<file path="src/rtl/core/smeu_pkg.sv">
// ----------------------------------------------------------------------------
// smeu_pkg
// Shared types and constants of the stack machine execute unit.
// ----------------------------------------------------------------------------
`default_nettype none

package smeu_pkg;

  localparam int unsigned DataW      = 32;
  localparam int unsigned StackDepth = 256;
  localparam int unsigned StackIdxW  = $clog2(StackDepth);
  localparam int unsigned CntW       = $clog2(StackDepth + 1);
  localparam int unsigned CodeDepth  = 4096;
  localparam int unsigned PcW        = $clog2(CodeDepth + 1);
  localparam int unsigned DivCntW    = $clog2(DataW + 1);

  // Opcodes as they appear in the code cell.
  localparam logic [DataW-1:0] OpPush  = DataW'(0);
  localparam logic [DataW-1:0] OpAdd   = DataW'(1);
  localparam logic [DataW-1:0] OpSub   = DataW'(2);
  localparam logic [DataW-1:0] OpMul   = DataW'(3);
  localparam logic [DataW-1:0] OpDiv   = DataW'(4);
  localparam logic [DataW-1:0] OpDup   = DataW'(5);
  localparam logic [DataW-1:0] OpCmpLt = DataW'(6);
  localparam logic [DataW-1:0] OpJmp   = DataW'(7);
  localparam logic [DataW-1:0] OpJz    = DataW'(8);
  localparam logic [DataW-1:0] OpHalt  = DataW'(9);

  typedef enum logic [1:0] {
    ST_RUN   = 2'd0,
    ST_HALT  = 2'd1,
    ST_FAULT = 2'd2
  } run_status_e;

  typedef enum logic [1:0] {
    S_IDLE,
    S_EXEC,
    S_DIV,
    S_DONE
  } ctrl_state_e;

  typedef struct packed {
    logic accept;     // take a request from the input channel
    logic start_div;  // launch the divider
    logic commit;     // write back stack, counters and status
    logic load_out;   // move the new state into the result register
  } ctrl_cmd_t;

  typedef struct packed {
    logic need_div;   // current instruction is a legal division
    logic div_done;   // quotient is ready
    logic out_free;   // result register can take a new result
  } ctrl_stat_t;

endpackage

`default_nettype wire

</file>
<file path="src/rtl/core/smeu_ctrl.sv">
// ----------------------------------------------------------------------------
// smeu_ctrl
// Sequencer: accept, execute, optional divide wait, hand off the result.
// ----------------------------------------------------------------------------
`default_nettype none

module smeu_ctrl (
  input  wire logic                   clk_i,
  input  wire logic                   rst_ni,
  input  wire logic                   in_valid_i,
  input  wire smeu_pkg::ctrl_stat_t   stat_i,
  output smeu_pkg::ctrl_cmd_t         cmd_o
);

  smeu_pkg::ctrl_state_e state_q, state_d;

  always_ff @(posedge clk_i or negedge rst_ni) begin
    if (!rst_ni) begin
      state_q <= smeu_pkg::S_IDLE;
    end else begin
      state_q <= state_d;
    end
  end

  always_comb begin
    state_d = state_q;
    cmd_o   = '0;
    unique case (state_q)
      smeu_pkg::S_IDLE: begin
        cmd_o.accept = 1'b1;
        if (in_valid_i) state_d = smeu_pkg::S_EXEC;
      end
      smeu_pkg::S_EXEC: begin
        if (stat_i.need_div) begin
          cmd_o.start_div = 1'b1;
          state_d = smeu_pkg::S_DIV;
        end else begin
          cmd_o.commit = 1'b1;
          state_d = smeu_pkg::S_DONE;
        end
      end
      smeu_pkg::S_DIV: begin
        if (stat_i.div_done) begin
          cmd_o.commit = 1'b1;
          state_d = smeu_pkg::S_DONE;
        end
      end
      smeu_pkg::S_DONE: begin
        if (stat_i.out_free) begin
          cmd_o.load_out = 1'b1;
          state_d = smeu_pkg::S_IDLE;
        end
      end
      default: state_d = smeu_pkg::S_IDLE;
    endcase
  end

endmodule

`default_nettype wire

</file>
<file path="config.mk">
export PLATFORM = sky130hd
export DESIGN_NAME = smeu_ctrl
export DESIGN_NICKNAME = d
export VERILOG_FILES = /design/src/rtl/core/smeu_pkg.sv /design/src/rtl/core/smeu_ctrl.sv
export SDC_FILE = /design/constraint.sdc
export NUM_CORES = 1
export LEC_CHECK = 0
export BUFFER_PORTS_ARGS = -buffer_cell sky130_fd_sc_hd__buf_2
export CORE_AREA = 4 4 41 43
export CTS_CLUSTER_SIZE = 40
export DETAILED_ROUTE_END_ITERATION = 7
export DIE_AREA = 0 0 45 47
export PLACE_DENSITY = 0.43
export RECOVER_POWER = 100
export SETUP_SLACK_MARGIN = 0.3
export SYNTH_ARGS = -nofsm -noshare
export SYNTH_HDL_FRONTEND = slang
export SYNTH_SLANG_ARGS = --single-unit
</file>
<file path="constraint.sdc">
create_clock -name clk_i -period 1.9 [get_ports clk_i]
set_input_delay 0.095 -clock clk_i [delete_from_list [all_inputs] [get_ports clk_i]]
set_output_delay 0.095 -clock clk_i [all_outputs]
set_load 0.02 [all_outputs]
</file>
==> results_dict.tcl, run 1 <==
set metrics [dict create \
    rr_startpoint "state_q[0]" \
    setup_viol 0 \
    synthMuxAreaShare 0.0710 \
    synth_area_um2 211 \
    drc 0 \
    top_regs "state_q (2)" \
    synth-compound-area-share 0.118 \
    clockBufferDepth 2 \
    antenna_found_initial 0 \
    fin_skew_ns 0.000933 \
    cp_top_family "flip-flops" \
    grt_max_degree 7 \
    slew_headroom 0.829 \
    period_share 0.814 \
    cap_violations 0 \
    arrival_ns 1.45 \
    netlist-cell-type-count 13 \
    drtPass1Iterations 1 \
    regMostFlops "state_q" \
    area_growth_pct 37.9 \
    drt_iter0_markers 0 \
    place_congestion 0.736 \
    die_h_um 47 \
    outcome "finished clean" \
    ys_seq_area_frac 0.237 \
    final_nets 46 \
    ys_ff_latch 2 \
    synth-simple-area-share 0.302 \
    start_kind "register" \
    clockRootBuffer "clkbuf_4" \
    htree_levels 1 \
    hold_violations 0 \
    crit_path_max_fanout 6 \
    die_w_um 45 \
    syn_nets 31 \
    routedWlPerCell_um 8.92 \
    vdd_ir_drop_max_uv 493 \
    io_buffer_count 9 \
    slowest_delay_ns 0.42 \
    largest_reg_flops 2 \
    total_power_uw 483 \
    max_slew.worst_pin.slew_ns 0.257 \
    final_common_cell "clkbuf_1" \
    rows 13 \
    pin_count 10 \
    p_leak_nw 0.139 \
    synthTopCellsByArea "dfrtp_1 24%, ha_1 24%, nand2b_1 8.9%, mux2_4 7.1%, nand2b_4 6.5%" \
    synth.largest_area_cell "dfrtp_1" \
    required_ns 1.80 \
    ant_nets 0 \
    tns_ns 0 \
    vias_per_cell 3.73 \
    fin_crit_ns 1.55 \
    cts.sinks 2 \
    dpl.hpwl_um 340 \
    layout_common_cells "5 x clkbuf_1, 4 x ha_1, 4 x buf_2" \
    diodes 0 \
    critical_path_buf_inv_count 2 \
    cts_buffers 3 \
    drive_above_1_share 0.265 \
    synth_top_family_by_area "simple AND/OR/NAND/NOR gates" \
    postSynthAreaPerCell_um2 10.1 \
    core_um2 1300 \
    synthAdderAreaFrac 0.237 \
    start_util 0.163 \
    min_path_type "input port to asynchronous set/reset pin" \
    synth_warnings 0 \
    grt_use_total 0.0506 \
    fp.dieArea_um2 2120 \
    power.density_nw_per_um2 1660 \
    cp-startpoint "state_q[0]" \
    clkTransAtPathRegs_ns 0.03 \
    cts_tree "done" \
    max_freq_mhz 647 \
    drv_slew 0 \
    synthXorXnorAreaFrac 0 \
    crit_type "register to output port" \
    crit_chain "inv_1 -> ha_1 -> a21boi_0 -> clkbuf_1" \
    end_kind "output port" \
    netlist_instances 21 \
    synth_top_area_share 0.237 \
    overflow 0 \
    rsz0062_at_grt "false" \
    clock_latency_ns 0.22 \
    crit_slowest_cell "dfrtp_1" \
    grt_pass1_vias 187 \
    routed_wl_um 437 \
    vias 183 \
    grt_first_pass_wirelength_um 717 \
]
## per-stage QoR
stage                util  hold WS, ns  cells  setup WS (ns)  cell area (um2)
floorplan               -       -0.201     21          0.452              211
global placement    0.212       -0.121     45          0.486              275
detailed placement  0.212       -0.119     45          0.472              275
CTS                 0.237        0.171     49          0.412              308
global route        0.224        0.204     49          0.257              292
finish              0.224        0.189     49          0.354              292
## per-layer routing
metal  vias up  routed length [um]  global-route usage
met5         -                   0                   0
met4         0                   0              0.0702
met3         0                  10              0.0115
met2         2                 262              0.0819
met1        84                 165              0.0455
li1         97                   -                   -
## final cells by class
class                           instances  area (um2)
Sequential cell                         2        50.0
Inverter                                2        7.51
Tap cell                               15        18.8
Clock buffer                            3        22.5
Multi-Input combinational cell         17         144
Timing Repair Buffer                   10        48.8
Fill cell                             161        1010
## worst paths after layout
kind | slack, ns | to | cells after the start
worst max-delay path | 0.35 | cmd_o[1] | 4
worst min-delay path | 0.19 | state_q[0] | 2
worst max register to register | 0.46 | state_q[1] | 5
worst min register to register | 0.60 | state_q[1] | 1
max in group asynchronous | 1.59 | state_q[1] | 2
min in group clk_i | 0.41 | state_q[0] | 4
## power by group
part           internal, mW  switching (mW)
logic                 0.140           0.148
registers            0.0677          0.0321
clock network        0.0698          0.0252
total                 0.277           0.206
## cells by family (layout without fill, tap and decap cells)
| kind of cell | Yosys count | in the layout |
|---|---|---|
| adder cells (fa/ha/maj) | 4 | 4 |
| AND/OR/NAND/NOR | 9 | 9 |
| multiplexers | 1 | 1 |
| buffers and inverters | 2 | 15 |
| flip-flops | 2 | 2 |
| AO/OA/AOI/OAI | 3 | 3 |
## cells in the mapped netlist, drive strengths merged
library cell / number
a21boi: 1
a41oi: 1
and2: 2
nand2: 1
ha: 4
mux2: 1
and3: 1
nand2b: 4
o22a: 1
nor2: 1
dfrtp: 2
inv: 2
## repair_timing
item,4_1_cts,5_1_grt
hold buffers,1,0
hold endpoints to repair,2,0
resized for setup,0,0
buffers inserted,0,0
Power figures use the tool's default switching activity.
==> run 2: changes to the inputs <==
==> constraint.sdc (replaced) <==
create_clock -name clk_i -period 1.55 [get_ports clk_i]
set_input_delay 0.0775 -clock clk_i [delete_from_list [all_inputs] [get_ports clk_i]]
set_output_delay 0.0775 -clock clk_i [all_outputs]
set_load 0.02 [all_outputs]
==> run 2 against run 1 <==
Effect of this change: via count rose by 14%; highest routed layer is now met4; critical endpoint unchanged; sequential cell count unchanged; power up 83%.
==> results_dict.tcl, run 2 (same netlist as run 1, synthesis figures left out) <==
set metrics [dict create \
    outcome "finished clean" \
    n_fill_cell 143 \
    finish.instance_area_um2 402 \
    vias_per_cell 4.00 \
    drtPass1Iterations 2 \
    crit_slowest_cell "dfrtp_1" \
    grt_use_total 0.0648 \
    drive_above_1_share 0.622 \
    p_leak_nw 0.189 \
    drc 0 \
    antenna_found_initial 0 \
    rows 13 \
    max_freq_mhz 708 \
    fp.dieArea_um2 2120 \
    drt_iter0_markers 3 \
    diodes 0 \
    max_slew.worst_pin.slew_ns 0.239 \
    cts_buffers 3 \
    clock_latency_ns 0.22 \
    core_um2 1300 \
    start_kind "register" \
    clockBufferDepth 2 \
    start_util 0.163 \
    clkTransAtPathRegs_ns 0.03 \
    pin_count 10 \
    ff2ff_setup_slack_ns 0.14 \
    grt_pass1_vias 230 \
    cap_violations 0 \
    largest_reg_flops 2 \
    hold_violations 0 \
    drv_slew 0 \
    vias 208 \
    end_kind "output port" \
    htree_levels 1 \
    place_area_um2 278 \
    slowest_delay_ns 0.46 \
    routedWlPerCell_um 10.6 \
    slew_headroom 0.840 \
    rr_startpoint "state_q[0]" \
    instances_no_fill 52 \
    crit_type "register to output port" \
    required_ns 1.47 \
    vdd_ir_drop_max_uv 883 \
    regMostFlops "state_q" \
    die_h_um 47 \
    final_common_cell "buf_2" \
    area_growth_pct 89.9 \
    fin_skew_ns 0.000126 \
    cp-startpoint "state_q[1]" \
    overflow 0 \
    seqCellArea_um2 50.0 \
    ant_nets 0 \
    die_w_um 45 \
    total_power_uw 882 \
    setup_viol 0 \
    grt_max_degree 5 \
    multi_input_area_um2 208 \
    top_regs "state_q (2)" \
    fin_crit_ns 1.41 \
    grt_first_pass_wirelength_um 890 \
    rsz0062_at_grt "true" \
    clockRootBuffer "clkbuf_4" \
    period_share 0.911 \
    cts.sinks 2 \
    place_congestion 0.721 \
    io_buffer_count 9 \
    min_path_type "input port to asynchronous set/reset pin" \
    arrival_ns 1.33 \
    crit_path_max_fanout 4 \
    power.density_nw_per_um2 2200 \
    final_nets 49 \
    dp.cells 45 \
    cts_tree "done" \
    routed_wl_um 550 \
    dpl.hpwl_um 389 \
    crit_chain "inv_4 -> ha_4 -> a21boi_4 -> buf_6" \
    tns_ns 0 \
    layout_common_cells "6 x buf_2, 3 x ha_4, 3 x clkbuf_4, 3 x buf_6" \
]
run 2: cell count changes in the layout (fill, tap and decap cells not counted), sizes merged:
cell    previous run  this run
buf                4        11
clkbuf             8         4
run 2: power breakdown:
part	total (mW)	internal (mW)	leakage [nW]	switching, mW
clock	0.116	0.0855	0.0138	0.0307
sequential	0.125	0.0830	0.0232	0.0416
combinational	0.641	0.358	0.152	0.283
total	0.882	0.527	0.189	0.355
run 2: metrics by stage:
stage               setup WS [ns]  hold WS, ns   util
finish                      0.138        0.168  0.309
global route               0.0795        0.196  0.309
CTS                         0.165        0.155  0.267
detailed placement          0.105       -0.136  0.213
global placement            0.122       -0.139  0.213
floorplan                   0.161       -0.218      -
run 2: path summary, 6_finish.rpt:
kind                                    to  depth (start not counted)
worst max register to register  state_q[1]                          5
worst max-delay path              cmd_o[1]                          4
min in group clk_i              state_q[0]                          4
worst min register to register  state_q[0]                          3
worst min-delay path            state_q[0]                          2
max in group asynchronous       state_q[1]                          2
run 2: final cells by class:
type,instances,area share
repair buffers,13,0.231
flip-flops and latches,2,0.125
well taps,15,0.0467
clock buffers,3,0.0561
multi-input cells,17,0.517
inverters,2,0.0249
run 2: repair_timing:
| item | CTS | global route |
|---|---|---|
| pin swaps | 0 | 3 |
| hold endpoints to repair | 2 | 0 |
| hold buffers | 1 | 0 |
| setup endpoints to repair | 5 | 5 |
| setup buffers | 2 | 1 |
| gates resized for setup | 7 | 12 |
run 2: worst max-delay path: cells and delay by family (launching register included):
kind | cells | cell delay, ns
DFF | 1 | 0.46
adders and majority gates | 1 | 0.28
buffers and inverters | 2 | 0.21
AOI/OAI and AO/OA | 1 | 0.17
run 2: layer usage:
| metal | up-vias | part of all wire | track usage |
|---|---|---|---|
| li1 | 104 | - | - |
| met1 | 95 | 0.36 | 0.0636 |
| met2 | 7 | 0.58 | 0.0932 |
| met3 | 2 | 0.035 | 0.0345 |
| met4 | 0 | 0.018 | 0.0702 |
| met5 | - | 0 | 0 |
==> run 3: changes to the inputs <==
==> constraint.sdc (replaced) <==
create_clock -name clk_i -period 1.8 [get_ports clk_i]
set_input_delay 0.09 -clock clk_i [delete_from_list [all_inputs] [get_ports clk_i]]
set_output_delay 0.09 -clock clk_i [all_outputs]
set_load 0.02 [all_outputs]
==> run 3 against run 2 <==
Effect of this change: utilization is 7.4 points lower; hold slack gained 0.016 ns; worst setup slack better by 0.18 ns; register-to-register slack better by 0.22 ns; clock-buffer cell count stayed put; critical path depth increased by 1; non-clock buffer count fell by 2; sequential power fell by 14%; clock skew rose by 0.00080 ns; critical endpoint unchanged; largest cell class unchanged; final cell count shrank 3.8%; wire length decreased by 19%; largest power group unchanged.
==> results_dict.tcl, run 3 (same netlist as run 1, synthesis figures left out) <==
set metrics [dict create \
    finish.instance_area_um2 305 \
    htree_levels 1 \
    grt_max_degree 7 \
    end_kind "output port" \
    clkTransAtPathRegs_ns 0.03 \
    drt_iter0_markers 0 \
    die_w_um 45 \
    routedWlPerCell_um 8.86 \
    cap_violations 0 \
    power.density_nw_per_um2 1760 \
    cts_tree "done" \
    area_growth_pct 44.4 \
    antenna_found_initial 0 \
    vias 187 \
    dpl.hpwl_um 340 \
    period_share 0.823 \
    place_congestion 0.736 \
    drtPass1Iterations 1 \
    fin_skew_ns 0.000930 \
    routed_wl_um 443 \
    core_um2 1300 \
    final_nets 47 \
    required_ns 1.71 \
    overflow 0 \
    final_common_cell "clkbuf_1" \
    vdd_ir_drop_max_uv 525 \
    instances_no_fill 50 \
    top_regs "state_q (2)" \
    diodes 0 \
    max_freq_mhz 675 \
    regMostFlops "state_q" \
    clock_latency_ns 0.22 \
    max_slew.worst_pin.slew_ns 0.257 \
    place_area_um2 275 \
    arrival_ns 1.39 \
    layout_common_cells "5 x clkbuf_1, 4 x ha_1, 4 x clkbuf_4, 4 x buf_2, 3 x nand2b_1" \
    cts_buffers 3 \
    cts.sinks 2 \
    rows 13 \
    start_kind "register" \
    fp.dieArea_um2 2120 \
    largest_reg_flops 2 \
    grt_pass1_vias 187 \
    outcome "finished clean" \
    setup_viol 0 \
    grt_first_pass_wirelength_um 717 \
    fin_crit_ns 1.48 \
    dp.cells 45 \
    grt_use_total 0.0506 \
    rsz0062_at_grt "true" \
    die_h_um 47 \
    crit_type "register to output port" \
    tns_ns 0 \
    drc 0 \
    ant_nets 0 \
    drv_slew 0 \
    clockRootBuffer "clkbuf_4" \
    drive_above_1_share 0.314 \
    vias_per_cell 3.74 \
    io_buffer_count 9 \
    min_path_type "input port to asynchronous set/reset pin" \
    crit_path_max_fanout 6 \
    pin_count 10 \
    p_leak_nw 0.148 \
    hold_violations 0 \
    clockBufferDepth 2 \
    slew_headroom 0.829 \
    start_util 0.163 \
]
-- run 3: cell count changes in the layout (fill, tap and decap cells not counted), sizes merged --
cell | previous run | this run
clkbuf | 4 | 9
buf | 11 | 4
-- run 3: layout make-up --
class,count,area (um2)
fill,161,996
sequential,2,51.3
inverter,2,7.51
multi-input combinational,17,149
clock buffer,3,22.5
tap,15,18.8
timing repair buffer,11,56.3
-- run 3: power by group --
group	internal (mW)	switching [mW]	leakage (nW)
clock	0.0737	0.0266	0.0138
sequential	0.0739	0.0333	0.0222
combinational	0.165	0.164	0.112
total	0.313	0.224	0.148
-- run 3: worst max-delay path, cell delays in order, from the launching register on --
cell      delay [ns]
dfrtp_2         0.43
inv_1           0.09
ha_1            0.21
nand2_1         0.07
a21boi_1        0.13
clkbuf_1        0.24
-- run 3: timing repair --
| item | in CTS | in global routing |
|---|---|---|
| setup endpoints to repair | 0 | 1 |
| buffers inserted | 0 | 1 |
| hold buffers | 1 | 0 |
| gates resized for setup | 0 | 2 |
| hold endpoints to repair | 2 | 0 |
-- run 3: path summary, 6_finish.rpt --
kind,from,endpoint,slack [ns],cells past startpoint
max in group asynchronous,rst_ni,state_q[0],1.48,2
min reg2reg,state_q[0],state_q[0],0.57,1
max reg2reg,state_q[1],state_q[1],0.36,5
min in group clk_i,stat_i[0],state_q[0],0.40,4
min,rst_ni,state_q[0],0.18,2
max,state_q[0],cmd_o[1],0.32,5
-- run 3: through the flow --
stage                     hold slack [ns]  power [mW]   util  worst slack [ns]
after floorplan                    -0.206       0.366      -             0.352
after global placement             -0.126       0.445  0.212             0.386
after detailed placement           -0.124       0.444  0.212             0.372
after CTS                           0.166       0.557  0.237             0.317
after global routing                0.199       0.599  0.235             0.215
final                               0.184       0.537  0.235             0.318
-- run 3: routing by layer --
layer / up-vias / global-route usage / part of all wire
li1: 99 / - / -
met1: 86 / 0.0455 / 0.38
met2: 2 / 0.0819 / 0.60
met3: 0 / 0.0115 / 0.023
met4: 0 / 0.0702 / 0
met5: - / 0 / 0
